==> src/hw/rtl/lavr_pkg.sv <==
// Package for the link availability / recovery mode tracker.
// Holds field widths, register reset values and the mode, reason, error and event codes.
// No dependencies.
package lavr_pkg;

	localparam int unsigned TIME_W = 32;
	localparam int unsigned CNT_W  = 32;
	localparam int unsigned ATT_W  = 8;
	localparam int unsigned EV_W   = 4;
	localparam int unsigned CFG_IDX_W = 2;

	localparam logic [ATT_W-1:0]  MAX_ATTEMPTS_RST = ATT_W'(3);
	localparam logic [TIME_W-1:0] BASE_DELAY_RST   = TIME_W'(2000);
	localparam logic [TIME_W-1:0] MAX_DELAY_RST    = TIME_W'(8000);
	localparam logic              EXP_MODE_RST     = 1'b1;

	localparam logic [CFG_IDX_W-1:0] CFG_MAX_ATTEMPTS = 2'd0;
	localparam logic [CFG_IDX_W-1:0] CFG_BASE_DELAY   = 2'd1;
	localparam logic [CFG_IDX_W-1:0] CFG_MAX_DELAY    = 2'd2;
	localparam logic [CFG_IDX_W-1:0] CFG_EXP_MODE     = 2'd3;

	localparam logic [EV_W-1:0] EV_UPDATE    = 4'd0;
	localparam logic [EV_W-1:0] EV_TICK      = 4'd1;
	localparam logic [EV_W-1:0] EV_TAKE      = 4'd2;
	localparam logic [EV_W-1:0] EV_STARTED   = 4'd3;
	localparam logic [EV_W-1:0] EV_COMPLETED = 4'd4;
	localparam logic [EV_W-1:0] EV_FAILED    = 4'd5;
	localparam logic [EV_W-1:0] EV_SUSPEND   = 4'd6;
	localparam logic [EV_W-1:0] EV_RESUME    = 4'd7;
	localparam logic [EV_W-1:0] EV_CLR_ERR   = 4'd8;

	typedef enum logic [2:0] {
		MODE_IDLE    = 3'd0,
		MODE_ONLINE  = 3'd1,
		MODE_LOCAL   = 3'd2,
		MODE_OFFLINE = 3'd3,
		MODE_RECOVER = 3'd4,
		MODE_SUSPEND = 3'd5,
		MODE_ERROR   = 3'd6
	} mode_t;

	typedef enum logic [2:0] {
		RSN_NONE       = 3'd0,
		RSN_INET_READY = 3'd1,
		RSN_INET_DOWN  = 3'd2,
		RSN_LOCAL_DOWN = 3'd3,
		RSN_NET_DOWN   = 3'd4,
		RSN_RESTORED   = 3'd5,
		RSN_FAILED     = 3'd6,
		RSN_MANUAL     = 3'd7
	} reason_t;

	typedef enum logic [1:0] {
		ERR_NONE     = 2'd0,
		ERR_RECOVERY = 2'd1,
		ERR_INTERNAL = 2'd2
	} error_t;

	typedef struct packed {
		logic             start;
		logic [ATT_W-1:0] attempt;
	} bo_req_t;

	typedef struct packed {
		logic              done;
		logic [TIME_W-1:0] delay;
	} bo_rsp_t;

endpackage

==> src/hw/rtl/lavr_backoff.sv <==
// Retry delay unit: in exponential mode the base delay is doubled once
// per earlier attempt, capped; fixed mode gives the base delay. One
// doubling step per cycle under a small sequencer. Depends on lavr_pkg.
module lavr_backoff import lavr_pkg::*; (
	input  logic              clk,
	input  logic              arst_n,
	input  bo_req_t           req,
	input  logic [TIME_W-1:0] base_delay,
	input  logic [TIME_W-1:0] max_delay,
	input  logic              exp_mode,
	output bo_rsp_t           rsp
);

	typedef enum logic {BO_IDLE, BO_RUN} bo_state_t;

	bo_state_t         st_q;
	logic [TIME_W-1:0] d_q;
	logic [ATT_W-1:0]  cnt_q;
	logic [TIME_W-1:0] res_q;
	logic              done_q;

	always_ff @(posedge clk or negedge arst_n) begin
		if (!arst_n) begin
			st_q   <= BO_IDLE;
			done_q <= 1'b0;
		end else begin
			done_q <= 1'b0;
			unique case (st_q)
				BO_IDLE: begin
					if (req.start) begin
						if (!exp_mode || req.attempt <= ATT_W'(1)) begin
							res_q  <= base_delay;
							done_q <= 1'b1;
						end else begin
							d_q   <= base_delay;
							cnt_q <= req.attempt - ATT_W'(1);
							st_q  <= BO_RUN;
						end
					end
				end
				BO_RUN: begin
					if (cnt_q == '0) begin
						res_q  <= (d_q > max_delay) ? max_delay : d_q;
						done_q <= 1'b1;
						st_q   <= BO_IDLE;
					end else if (d_q >= max_delay || d_q > (max_delay >> 1)) begin
						res_q  <= max_delay;
						done_q <= 1'b1;
						st_q   <= BO_IDLE;
					end else begin
						d_q   <= d_q << 1;
						cnt_q <= cnt_q - ATT_W'(1);
					end
				end
			endcase
		end
	end

	assign rsp.done  = done_q;
	assign rsp.delay = res_q;

endmodule

==> src/hw/rtl/link_availability_recovery_fsm_unit.sv <==
// Top level of the link availability / recovery mode tracker.
// Uses lavr_pkg and lavr_backoff (retry delay sequencer).
//
// channel | signals                          | direction
// in      | in_valid/in_ready, event fields  | event item in
// out     | out_valid/out_ready, state view  | result item out
// cfg     | cfg_we, cfg_index, cfg_wdata     | register write
//
// Most events are applied at the accepting edge; the result is valid the next cycle.
// A failed recovery that schedules a retry runs the backoff sequencer, one doubling
// step per cycle, stopping early in fixed mode or once the cap is reached; the result
// is valid after the sequencer's done strobe has been registered into the output.
// in_ready is low while the sequencer runs and while an unclaimed result blocks the
// output register. Reset clears the state but the stored event time, and loads register defaults.
module link_availability_recovery_fsm_unit import lavr_pkg::*; (
	input  logic                 clk,
	input  logic                 arst_n,
	input  logic                 in_valid,
	output logic                 in_ready,
	input  logic [EV_W-1:0]      req_type,
	input  logic                 network_up,
	input  logic                 local_up,
	input  logic                 internet_up,
	input  logic                 snapshot_absent,
	input  logic [TIME_W-1:0]    now_ms,
	output logic                 out_valid,
	input  logic                 out_ready,
	output logic [2:0]           mode_code,
	output logic [2:0]           reason_code,
	output logic [1:0]           error_code,
	output logic                 request_pending,
	output logic                 recovery_active,
	output logic [ATT_W-1:0]     attempt_number,
	output logic [TIME_W-1:0]    retry_delay_ms,
	output logic [TIME_W-1:0]    retry_due_ms,
	output logic [CNT_W-1:0]     transition_total,
	output logic [CNT_W-1:0]     recovery_total,
	output logic [CNT_W-1:0]     generation_count,
	output logic                 request_granted,
	input  logic                 cfg_we,
	input  logic [CFG_IDX_W-1:0] cfg_index,
	input  logic [TIME_W-1:0]    cfg_wdata
);

	typedef enum logic {S_IDLE, S_BUSY} state_t;

	state_t            st_q;
	logic              out_valid_q;
	logic [ATT_W-1:0]  max_att_q;
	logic [TIME_W-1:0] base_q, maxd_q;
	logic              exp_q;

	mode_t             mode_q;
	reason_t           reason_q;
	error_t            error_q;
	logic [2:0]        flags_q;
	logic              pend_q, act_q, granted_q;
	logic [ATT_W-1:0]  att_q;
	logic [TIME_W-1:0] delay_q, due_q, now_q;
	logic [CNT_W-1:0]  trans_q, rec_q, gen_q;

	mode_t             mode_n, tgt_m;
	reason_t           reason_n, tgt_r;
	error_t            error_n;
	logic [2:0]        flags_n, in_flags;
	logic              pend_n, act_n, granted_n;
	logic [ATT_W-1:0]  att_n;
	logic [TIME_W-1:0] delay_n, due_n;
	logic [CNT_W-1:0]  rec_n;
	logic              do_go, gen_inc, start_bo, limited, clear_rt;

	bo_req_t bo_req;
	bo_rsp_t bo_rsp;

	wire in_acc  = in_valid && in_ready;
	wire out_acc = out_valid_q && out_ready;

	assign in_ready = (st_q == S_IDLE) && (!out_valid_q || out_ready);
	assign in_flags = {internet_up, local_up, network_up};

	always_comb begin
		mode_n    = mode_q;
		reason_n  = reason_q;
		error_n   = error_q;
		flags_n   = flags_q;
		pend_n    = pend_q;
		act_n     = act_q;
		att_n     = att_q;
		delay_n   = delay_q;
		due_n     = due_q;
		rec_n     = rec_q;
		granted_n = 1'b0;
		tgt_m     = mode_q;
		tgt_r     = reason_q;
		do_go     = 1'b0;
		gen_inc   = 1'b0;
		start_bo  = 1'b0;
		limited   = 1'b0;
		clear_rt  = 1'b0;
		case (req_type)
			EV_UPDATE, EV_RESUME: begin
				if (req_type == EV_RESUME) begin
					mode_n   = MODE_IDLE;
					reason_n = RSN_NONE;
				end
				if (snapshot_absent) begin
					error_n = ERR_INTERNAL;
					do_go   = 1'b1;
					tgt_m   = MODE_ERROR;
					tgt_r   = RSN_NONE;
				end else if (mode_n == MODE_SUSPEND) begin
					flags_n = in_flags;
					gen_inc = 1'b1;
				end else begin
					limited = mode_n == MODE_LOCAL || mode_n == MODE_OFFLINE ||
						mode_n == MODE_RECOVER || error_q == ERR_RECOVERY;
					flags_n = in_flags;
					error_n = ERR_NONE;
					do_go   = 1'b1;
					if (!network_up) begin
						clear_rt = 1'b1;
						tgt_m    = MODE_OFFLINE;
						tgt_r    = RSN_NET_DOWN;
					end else if (!internet_up) begin
						clear_rt = 1'b1;
						tgt_m    = local_up ? MODE_LOCAL : MODE_OFFLINE;
						tgt_r    = local_up ? RSN_INET_DOWN : RSN_LOCAL_DOWN;
					end else if (limited) begin
						act_n   = 1'b0;
						pend_n  = 1'b1;
						att_n   = (att_q == '0) ? ATT_W'(1) : att_q;
						delay_n = '0;
						due_n   = now_ms;
						tgt_m   = MODE_RECOVER;
						tgt_r   = RSN_RESTORED;
					end else begin
						clear_rt = 1'b1;
						tgt_m    = MODE_ONLINE;
						tgt_r    = RSN_INET_READY;
					end
				end
			end
			EV_TICK: begin
				if (mode_q == MODE_RECOVER && !act_q && !pend_q && flags_q[0] &&
					flags_q[2] && due_q != '0 && now_ms >= due_q) begin
					delay_n = '0;
					due_n   = '0;
					pend_n  = 1'b1;
					gen_inc = 1'b1;
				end
			end
			EV_TAKE: begin
				if (pend_q) begin
					pend_n    = 1'b0;
					act_n     = 1'b1;
					gen_inc   = 1'b1;
					granted_n = 1'b1;
				end
			end
			EV_STARTED: begin
				if (mode_q == MODE_RECOVER) begin
					pend_n  = 1'b0;
					act_n   = 1'b1;
					gen_inc = 1'b1;
				end
			end
			EV_COMPLETED: begin
				if (flags_q[0] && flags_q[2]) begin
					clear_rt = 1'b1;
					rec_n    = rec_q + CNT_W'(1);
					error_n  = ERR_NONE;
					do_go    = 1'b1;
					tgt_m    = MODE_ONLINE;
					tgt_r    = RSN_INET_READY;
				end
			end
			EV_FAILED: begin
				if (mode_q == MODE_RECOVER) begin
					pend_n  = 1'b0;
					act_n   = 1'b0;
					error_n = ERR_RECOVERY;
					if (flags_q[0] && flags_q[2]) begin
						if (att_q >= max_att_q) begin
							delay_n = '0;
							due_n   = '0;
							do_go   = 1'b1;
							tgt_m   = MODE_RECOVER;
							tgt_r   = RSN_FAILED;
						end else begin
							// delay, due time and the transition land when the unit finishes
							att_n    = att_q + ATT_W'(1);
							start_bo = 1'b1;
						end
					end
				end
			end
			EV_SUSPEND: begin
				pend_n = 1'b0;
				act_n  = 1'b0;
				do_go  = 1'b1;
				tgt_m  = MODE_SUSPEND;
				tgt_r  = RSN_MANUAL;
			end
			EV_CLR_ERR: begin
				error_n = ERR_NONE;
				gen_inc = 1'b1;
			end
			default: ;
		endcase
		if (clear_rt) begin
			pend_n  = 1'b0;
			act_n   = 1'b0;
			att_n   = '0;
			delay_n = '0;
			due_n   = '0;
		end
	end

	assign bo_req.start   = in_acc && start_bo;
	assign bo_req.attempt = att_q;

	lavr_backoff u_backoff (
		.clk        (clk),
		.arst_n     (arst_n),
		.req        (bo_req),
		.base_delay (base_q),
		.max_delay  (maxd_q),
		.exp_mode   (exp_q),
		.rsp        (bo_rsp)
	);

	always_ff @(posedge clk or negedge arst_n) begin
		if (!arst_n) begin
			st_q        <= S_IDLE;
			out_valid_q <= 1'b0;
			max_att_q   <= MAX_ATTEMPTS_RST;
			base_q      <= BASE_DELAY_RST;
			maxd_q      <= MAX_DELAY_RST;
			exp_q       <= EXP_MODE_RST;
			mode_q      <= MODE_IDLE;
			reason_q    <= RSN_NONE;
			error_q     <= ERR_NONE;
			flags_q     <= '0;
			pend_q      <= 1'b0;
			act_q       <= 1'b0;
			granted_q   <= 1'b0;
			att_q       <= '0;
			delay_q     <= '0;
			due_q       <= '0;
			trans_q     <= '0;
			rec_q       <= '0;
			gen_q       <= '0;
		end else begin
			if (cfg_we) begin
				unique case (cfg_index)
					CFG_MAX_ATTEMPTS: max_att_q <= cfg_wdata[ATT_W-1:0];
					CFG_BASE_DELAY:   base_q    <= cfg_wdata;
					CFG_MAX_DELAY:    maxd_q    <= cfg_wdata;
					CFG_EXP_MODE:     exp_q     <= cfg_wdata[0];
				endcase
			end
			if (out_acc && !in_acc)
				out_valid_q <= 1'b0;
			unique case (st_q)
				S_IDLE: begin
					if (in_acc) begin
						mode_q    <= do_go ? tgt_m : mode_n;
						reason_q  <= do_go ? tgt_r : reason_n;
						error_q   <= error_n;
						flags_q   <= flags_n;
						pend_q    <= pend_n;
						act_q     <= act_n;
						att_q     <= att_n;
						delay_q   <= delay_n;
						due_q     <= due_n;
						rec_q     <= rec_n;
						granted_q <= granted_n;
						now_q     <= now_ms;
						if (do_go && (tgt_m != mode_n || tgt_r != reason_n))
							trans_q <= trans_q + CNT_W'(1);
						if (do_go || gen_inc)
							gen_q <= gen_q + CNT_W'(1);
						if (start_bo) begin
							st_q        <= S_BUSY;
							out_valid_q <= 1'b0;
						end else begin
							out_valid_q <= 1'b1;
						end
					end
				end
				S_BUSY: begin
					if (bo_rsp.done) begin
						delay_q  <= bo_rsp.delay;
						due_q    <= now_q + bo_rsp.delay;
						reason_q <= RSN_FAILED;
						if (reason_q != RSN_FAILED)
							trans_q <= trans_q + CNT_W'(1);
						gen_q       <= gen_q + CNT_W'(1);
						out_valid_q <= 1'b1;
						st_q        <= S_IDLE;
					end
				end
			endcase
		end
	end

	assign out_valid        = out_valid_q;
	assign mode_code        = mode_q;
	assign reason_code      = reason_q;
	assign error_code       = error_q;
	assign request_pending  = pend_q;
	assign recovery_active  = act_q;
	assign attempt_number   = att_q;
	assign retry_delay_ms   = delay_q;
	assign retry_due_ms     = due_q;
	assign transition_total = trans_q;
	assign recovery_total   = rec_q;
	assign generation_count = gen_q;
	assign request_granted  = granted_q;

	a_busy_no_result: assert property (@(posedge clk) disable iff (!arst_n)
		(st_q == S_BUSY) |-> !out_valid_q)
		else $error("result shown while backoff runs");

	a_done_when_busy: assert property (@(posedge clk) disable iff (!arst_n)
		bo_rsp.done |-> (st_q == S_BUSY))
		else $error("backoff finished outside a failed event");

	a_grant_state: assert property (@(posedge clk) disable iff (!arst_n)
		(out_valid_q && granted_q) |-> (act_q && !pend_q))
		else $error("grant without active recovery");

	a_busy_recover: assert property (@(posedge clk) disable iff (!arst_n)
		(st_q == S_BUSY) |-> (mode_q == MODE_RECOVER && error_q == ERR_RECOVERY))
		else $error("backoff running outside recovery");

endmodule
==> config.mk <==
export PLATFORM = sky130hd
export DESIGN_NAME = link_availability_recovery_fsm_unit
export DESIGN_NICKNAME = d
export VERILOG_FILES = /design/src/hw/rtl/lavr_pkg.sv /design/src/hw/rtl/lavr_backoff.sv /design/src/hw/rtl/link_availability_recovery_fsm_unit.sv
export SDC_FILE = /design/constraint.sdc
export NUM_CORES = 1
export LEC_CHECK = 0
export ABC_AREA = 1
export BUFFER_PORTS_ARGS = -buffer_cell sky130_fd_sc_hd__buf_4
export CAP_MARGIN = 10
export CORE_MARGIN = 1.5
export CORE_UTILIZATION = 40
export CTS_BUF_LIST = sky130_fd_sc_hd__clkbuf_8
export CTS_CLUSTER_DIAMETER = 100
export DETAILED_ROUTE_END_ITERATION = 12
export SYNTH_ARGS = -nofsm -noshare
export SYNTH_HDL_FRONTEND = slang
export SYNTH_SLANG_ARGS = --single-unit
==> constraint.sdc <==
create_clock -name clk -period 7.49 [get_ports clk]
set_input_delay 0.3745 -clock clk [delete_from_list [all_inputs] [get_ports clk]]
set_output_delay 0.3745 -clock clk [all_outputs]
set_load 0.01 [all_outputs]
After elaboration in Yosys (flattened, before gate mapping)
Cells that the tools add are included.
- register bits after elaboration: 363
- word-level logic and storage cells: 311
- add/subtract/negate cells: 7
- $lt $le $gt $ge: 6
- eq/ne operators: 57
- muxes and demuxes: 157
- bitwise logic cells: 3
- reductions and logical operators: 56
- operator list (operator ; count):
    $mux 32 ; 36
    $pmux 32 s2 ; 6
    $pmux 32 s3 ; 2
    $mux 8 ; 14
    $add 32x1->32 const B ; 3
    $mux 3 ; 27
    $ge 32x32->1 ; 2
    $mux 1 ; 53
    $ne 3x3->1 const B ; 15
    $ne 4x4->1 const B ; 9
    $add 32x32->32 ; 1
    $gt 32x31->1 ; 1
    $gt 32x32->1 ; 1
    $pmux 8 s2 ; 2
    $reduce_bool 32->1 ; 1
    $pmux 3 s4 ; 2
    $reduce_and 12->1 ; 2
    $eq 4x3->1 const B ; 4
    $logic_not 8->1 ; 2
    $reduce_and 4->1 ; 4
    $sub 8x1->8 const B ; 2
    $ne 2x2->1 const B ; 7
    $logic_and 1x1->1 ; 13
    $reduce_and 2->1 ; 6
    35 further kinds ; 71

Longest topological paths before layout
- depth after elaboration: 19
- gate-level depth with buffers: 21
- mapped depth without buffers: 20

By module
From an unflattened synthesis, not the netlist that was laid out.
- cell total of the unflattened synthesis: 2792
- area total of the unflattened synthesis: 22016.1 um2
- by module, submodules not included (module ; times used ; cells an instance ; area an instance (um2) ; seq. area each (um2)):
    link_availability_recovery_fsm_unit ; 1 ; 2158 ; 16782.3 ; 7385.8
    lavr_backoff ; 1 ; 634 ; 5233.8 ; 2212.1

Least setup slack after synthesis
Ideal clock, no wire load.
- path type: register to register
- start: register att_q[7] (netlist: attempt_number[7])
- end: register u_backoff.cnt_q[0] (enable)
- setup time: 0.451 ns
- arrival time: 3.606 ns
- slack: 3.433 ns
- cell stages (with the launch flop): 10
- buffers on the path: 0
- period minus slack after synthesis: 4.057 ns
- path through: dfrtp_1 ha_1 a21o_1 nor2_1 nand3_1 nor2_1 nand3_1 nor2_1 nand4_1 a21oi_1
- word-level cells in the longest chain between the ends: 8
- elaborated cells between the ends (all ways): 11
- classes of those cells: order compare (2); eq/ne (2); mux (4); reduce/logical (3)
- ends and longest elaborated chain (element ; RTL line ; RTL):
    start: declaration ; link_availability_recovery_fsm_unit.sv:58 ; logic [ATT_W-1:0] att_q;
    start signal: assignment ; link_availability_recovery_fsm_unit.sv:273 ; att_q <= att_n;
    $ge 8x8->1 ; link_availability_recovery_fsm_unit.sv:183 ; if (att_q >= max_att_q) begin
    $mux 1 ; link_availability_recovery_fsm_unit.sv:183 ;
    $mux 1 ; link_availability_recovery_fsm_unit.sv:182 ; if (flags_q[0] && flags_q[2]) begin
    $mux 1 ; link_availability_recovery_fsm_unit.sv:178 ; if (mode_q == MODE_RECOVER) begin
    $mux 1 ; link_availability_recovery_fsm_unit.sv:100 ; case (req_type)
    $logic_and 1x1->1 ; link_availability_recovery_fsm_unit.sv:219 ; assign bo_req.start = in_acc && start_bo;
    $ne 2x2->1 (no line) ; - ;
    $reduce_and 5->1 (no line) (*) ; - ;
    end signal: assignment ; lavr_backoff.sv:36 ; cnt_q <= req.attempt - ATT_W'(1);
    end signal: assignment ; lavr_backoff.sv:52 ; cnt_q <= cnt_q - ATT_W'(1);
    end: declaration ; lavr_backoff.sv:18 ; logic [ATT_W-1:0] cnt_q;
Every way passes the cells marked *; elsewhere a longest branch is shown, timed or not.
A chain may end at the register's enable or synchronous reset.

Final worst setup path
- start: register st_q
- end: register trans_q[21] (netlist: transition_total[21])
- word-level cells in the longest chain between the ends: 5
- elaborated cells between the ends (all ways): 9
- classes of those cells: eq/ne (4); mux (1); bitwise (1); reduce/logical (3)
- ends and longest elaborated chain (element ; RTL line ; RTL):
    start: declaration ; link_availability_recovery_fsm_unit.sv:47 ; state_t st_q;
    start signal: assignment ; link_availability_recovery_fsm_unit.sv:234 ; st_q <= S_IDLE;
    start signal: assignment ; link_availability_recovery_fsm_unit.sv:284 ; st_q <= S_BUSY;
    start signal: assignment ; link_availability_recovery_fsm_unit.sv:300 ; st_q <= S_IDLE;
    $not 1->1 (no line) ; - ;
    $logic_and 1x1->1 ; link_availability_recovery_fsm_unit.sv:78 ; assign in_ready = (st_q == S_IDLE) && (!out_valid_q || out_ready);
    $logic_and 1x1->1 ; link_availability_recovery_fsm_unit.sv:75 ; wire in_acc = in_valid && in_ready;
    $ne 2x2->1 (no line) ; - ;
    $reduce_and 4->1 (no line) ; - ;
    end signal: assignment ; link_availability_recovery_fsm_unit.sv:280 ; trans_q <= trans_q + CNT_W'(1);
    end signal: assignment ; link_availability_recovery_fsm_unit.sv:297 ; trans_q <= trans_q + CNT_W'(1);
    end: declaration ; link_availability_recovery_fsm_unit.sv:60 ; logic [CNT_W-1:0] trans_q, rec_q, gen_q;
Several ways; a longest one is shown, not always the timed one.

==> impl_metrics.prom <==
# TYPE chip_impl_metric gauge
chip_impl_metric{name="synth.ff_latch_count",unit=""} 362
chip_impl_info{name="reg2reg_to",value="transition_total[21]$_DFFE_PN0P_"} 1
chip_impl_metric{name="layout.core_utilization",unit=""} 0.492
chip_impl_info{name="timing.critical_path.from_type",value="flop"} 1
chip_impl_metric{name="min_path_cells",unit=""} 3
chip_impl_metric{name="row_count",unit=""} 85
chip_impl_info{name="ys.flop_type",value="dfrtp_1"} 1
chip_impl_metric{name="gates_resized_cts_repair",unit=""} 0
chip_impl_metric{name="vias_per_cell",unit=""} 5.19
chip_impl_metric{name="areaGrowthSynthToFinish",unit="%"} 20.8
chip_impl_metric{name="post_cts_setup_repair_buffer_count",unit=""} 0
chip_impl_info{name="grt_setup_unrepaired",value="no"} 1
chip_impl_metric{name="hpwlAfterDp",unit="mm"} 50.6
chip_impl_metric{name="yosysSeqAreaShare",unit=""} 0.435
chip_impl_info{name="critical_path.top_delay_family",value="buffers and inverters"} 1
chip_impl_metric{name="tightest_slew",unit="ps"} 1130
chip_impl_metric{name="global_route.usage.total",unit=""} 0.239
chip_impl_info{name="critPathSlowestCell",value="inv_1"} 1
chip_impl_metric{name="synthesis.instances",unit=""} 2820
chip_impl_metric{name="r2r_cells",unit=""} 12
chip_impl_info{name="synth.area.top_cells",value="dfrtp_1, edfxtp_1, nand2_1, ha_1, inv_1"} 1
chip_impl_metric{name="timing.final.setup_violations",unit=""} 0
chip_impl_metric{name="clkTransAtPathRegs",unit="ps"} 60
chip_impl_metric{name="share_of_synthesized_flip_flops_with_an_asynchronous_set_or_reset",unit=""} 0.713
chip_impl_metric{name="globalplace.congestion",unit=""} 0.933
chip_impl_info{name="critical_path.endpoint_type",value="flop"} 1
chip_impl_metric{name="syn-num-nets",unit=""} 3042
chip_impl_metric{name="layout_min_cycle_time",unit="ps"} 4240
chip_impl_metric{name="antenna_found_initial",unit=""} 1
chip_impl_metric{name="drtAntennaViolNets",unit=""} 0
chip_impl_metric{name="power.static_leakage",unit="nW"} 13.2
chip_impl_metric{name="wire_length_of_the_first_global_routing_pass",unit="mm"} 107
chip_impl_info{name="cp_common_cell",value="nand2_1"} 1
chip_impl_metric{name="syn_avg_cell_area",unit="um2"} 7.82
chip_impl_info{name="hold_path.startpoint",value="cfg_wdata[29]"} 1
chip_impl_metric{name="timing.critical_path.buf_inv",unit=""} 5
chip_impl_metric{name="avgRoutedWirePerCell",unit="um"} 17.4
chip_impl_metric{name="maxCapViolations",unit=""} 0
chip_impl_info{name="crit_path_class",value="reg2reg"} 1
chip_impl_metric{name="final_area",unit="mm2"} 0.0266
chip_impl_metric{name="fp.dieArea",unit="mm2"} 0.0565
chip_impl_metric{name="power_per_cell_area",unit="mW/mm2"} 222
chip_impl_metric{name="crit_path_max_fanout",unit=""} 33
chip_impl_metric{name="vias",unit=""} 20200
chip_impl_metric{name="initial_core_util",unit=""} 0.407
chip_impl_metric{name="worstPathRequired",unit="ps"} 7990
chip_impl_metric{name="post-synth-top-area-fraction",unit=""} 0.276
chip_impl_metric{name="ys_types",unit=""} 51
chip_impl_metric{name="die_span_y",unit="um"} 238
chip_impl_metric{name="place_worst_setup_slack",unit="ps"} 3260
chip_impl_metric{name="worst-endpoint-arrival",unit="ps"} 4730
chip_impl_metric{name="max-vdd-ir-drop",unit="uV"} 132
chip_impl_metric{name="timing_max_transition_violations_final",unit=""} 0
chip_impl_metric{name="setup_total_negative_slack",unit="ps"} 0
chip_impl_metric{name="insertion_delay",unit="ps"} 630
chip_impl_metric{name="clockBufferDepth",unit=""} 3
chip_impl_metric{name="grt_max_degree",unit=""} 132
chip_impl_metric{name="detail_route.drc_violations",unit=""} 0
chip_impl_metric{name="final_layout_size_suffix_gt1_frac",unit=""} 0.131
chip_impl_metric{name="cts_htree_levels",unit=""} 3
chip_impl_metric{name="clock_sinks",unit=""} 362
chip_impl_metric{name="finalWirelength",unit="mm"} 67.7
chip_impl_metric{name="post_synthesis_cell_area",unit="mm2"} 0.0221
chip_impl_metric{name="numCtsBuffers",unit=""} 67
chip_impl_info{name="hold_path_end",value="maxd_q[29]$_DFFE_PN0P_"} 1
chip_impl_metric{name="globalRoute.totalOverflow",unit=""} 0
chip_impl_metric{name="drt_pass1_iterations",unit=""} 8
chip_impl_info{name="clock_tree.root_cell",value="clkbuf_8"} 1
chip_impl_info{name="worst_r2r_startpoint",value="st_q$_DFF_PN0_"} 1
chip_impl_metric{name="cts.hold.buffers_added",unit=""} 60
chip_impl_info{name="hold_path.class",value="in2reg"} 1
chip_impl_info{name="outcome",value="complete, no violations"} 1
chip_impl_info{name="synth_area_leader_cell",value="dfrtp_1"} 1
chip_impl_metric{name="io_buffers",unit=""} 259
chip_impl_metric{name="post-route-period-util",unit=""} 0.566
chip_impl_metric{name="synth_enable_flop_cells",unit=""} 104
chip_impl_metric{name="final.setup_skew",unit="ps"} 26.1
chip_impl_info{name="cts_tree",value="yes"} 1
chip_impl_metric{name="violation_count_after_the_first_detailed_routing_iteration",unit=""} 1657
chip_impl_metric{name="pin_count",unit=""} 260
chip_impl_metric{name="fmax",unit="MHz"} 236
chip_impl_metric{name="hold_viol_final",unit=""} 0
chip_impl_metric{name="slew-limit-headroom",unit=""} 0.247
chip_impl_metric{name="setup_slack_on_the_worst_flop_to_flop_path",unit="ps"} 3250
chip_impl_metric{name="core",unit="mm2"} 0.0541
chip_impl_info{name="cp_cell_sequence",value="inv_1 -> nand2_1 -> inv_1 -> nand2_1 -> nand2_1 -> buf_4 -> inv_1 -> a41oi_2 -> buf_4 -> nand2_2 -> nand2_1 -> nand2_1"} 1
chip_impl_metric{name="final_net_count",unit=""} 3364
chip_impl_metric{name="die-width",unit="um"} 238
chip_impl_metric{name="yosys_warnings",unit=""} 0
chip_impl_metric{name="placedInstanceArea",unit="mm2"} 0.0246
chip_impl_metric{name="timing.final.ws_setup",unit="ps"} 3250
chip_impl_metric{name="first_global_vias",unit=""} 19400
chip_impl_metric{name="worst_path_largest_cell_delay",unit="ps"} 810
==> final cells by class <==
cell class | instances | area (um2)
Clock buffer | 79 | 1090
Antenna cell | 1 | 2.50
Clock inverter | 41 | 287
Multi-Input combinational cell | 2051 | 10900
Inverter | 326 | 1220
Tap cell | 696 | 871
Timing Repair Buffer | 334 | 2700
Fill cell | 5310 | 27500
Sequential cell | 362 | 9600
==> cells in the mapped netlist, types with 8 or more instances <==
cell type,number
dfrtp_1,243
o21ai_0,209
xnor2_1,30
clkbuf_1,49
ha_1,142
inv_1,325
a21oi_1,129
nand2_1,814
o21ai_1,16
buf_2,14
nand3_1,234
nor2_1,187
xor2_1,72
o211ai_1,9
a21o_1,10
dfstp_2,15
nand3b_1,8
nor4_1,23
edfxtp_1,104
nor3_1,54
nand4_1,45
==> sequential cells by signal, indices dropped and copies added (netlist names), 2 cells and up <==
name              count
retry_delay_ms       32
u_backoff.res_q      32
now_q                32
maxd_q               32
max_att_q             8
reason_code           3
u_backoff.cnt_q       8
recovery_total       32
error_code            2
attempt_number        8
u_backoff.d_q        32
mode_code             3
flags_q               2
base_q               32
retry_due_ms         32
generation_count     32
transition_total     32
==> worst max path at each step <==
stage	end	startpoint	slack [ps]	cells past startpoint
finish	transition_total[21]$_DFFE_PN0P_	st_q$_DFF_PN0_	3250	12
global route	retry_due_ms[22]$_DFFE_PN0P_	st_q$_DFF_PN0_	2850	11
CTS	transition_total[16]$_DFFE_PN0P_	st_q$_DFF_PN0_	3250	12
detailed placement	transition_total[16]$_DFFE_PN0P_	st_q$_DFF_PN0_	3260	12
global placement	transition_total[2]$_DFFE_PN0P_	st_q$_DFF_PN0_	3410	12
floorplan	u_backoff.cnt_q[0]$_DFFE_PP_	attempt_number[7]$_DFFE_PN0P_	3430	9
==> where the power goes <==
group | internal (mW) | switching, mW
Sequential | 2.27 | 0.219
Combinational | 0.582 | 0.874
Clock | 1.10 | 0.862
==> per-layer routing <==
layer  share of wire  global-route usage
met5               0                   0
met4           0.028              0.0751
met3           0.056              0.0361
met2            0.44               0.367
met1            0.47               0.346
==> logic make-up (layout without fill, tap and decap cells) <==
logic type      after synthesis  in the layout  share of synthesized area
flops                       362            362                      0.435
simple gates               1394           1394                      0.269
compound gates              410            410                     0.0998
buf+inv                     407            780                     0.0732
fa+ha+maj                   143            143                     0.0815
mux                           2              2                   0.000965
xor+xnor                    102            102                     0.0405
other cells                   0              1                          0
==> placed cells by master, fill, tap and decap left out, types with 7 or more instances in the layout <==
master         instances
o21ai_0              209
edfxtp_1             104
nand3b_1               8
a21o_1                10
nor3_1                54
nor4_1                23
clkbuf_8              79
nor2_1               184
nand3_1              233
ha_1                 142
inv_1                352
buf_4                271
o211ai_1               9
dfrtp_1              243
a31oi_1                7
nand2_1              813
dlygate4sd3_1         60
xor2_1                72
o21ai_1               16
nand4_1               45
xnor2_1               30
dfstp_2               15
a21oi_1              128
==> through the flow <==
| step | power, mW | hold WS (ps) | instances |
|---|---|---|---|
| global placement | 3.90 | 334 | 3708 |
| detailed placement | 3.95 | 345 | 3708 |
| floorplan | 3.33 | 78.9 | 2820 |
| global route | 6.27 | 53.4 | 3890 |
| finish | 5.91 | 68.6 | 3890 |
| CTS | 5.98 | 16.3 | 3888 |
==> worst register-to-register path, stage by stage, from the launching register on <==
cell and delay [ps]:
dfrtp_1 730, inv_1 820, nand2_1 170, inv_1 110, nand2_1 370, nand2_1 170
buf_4 370, inv_1 160, a41oi_2 180, buf_4 360, nand2_2 430, nand2_1 190
nand2_1 60
Note: power is estimated with default switching activity, not from simulation.
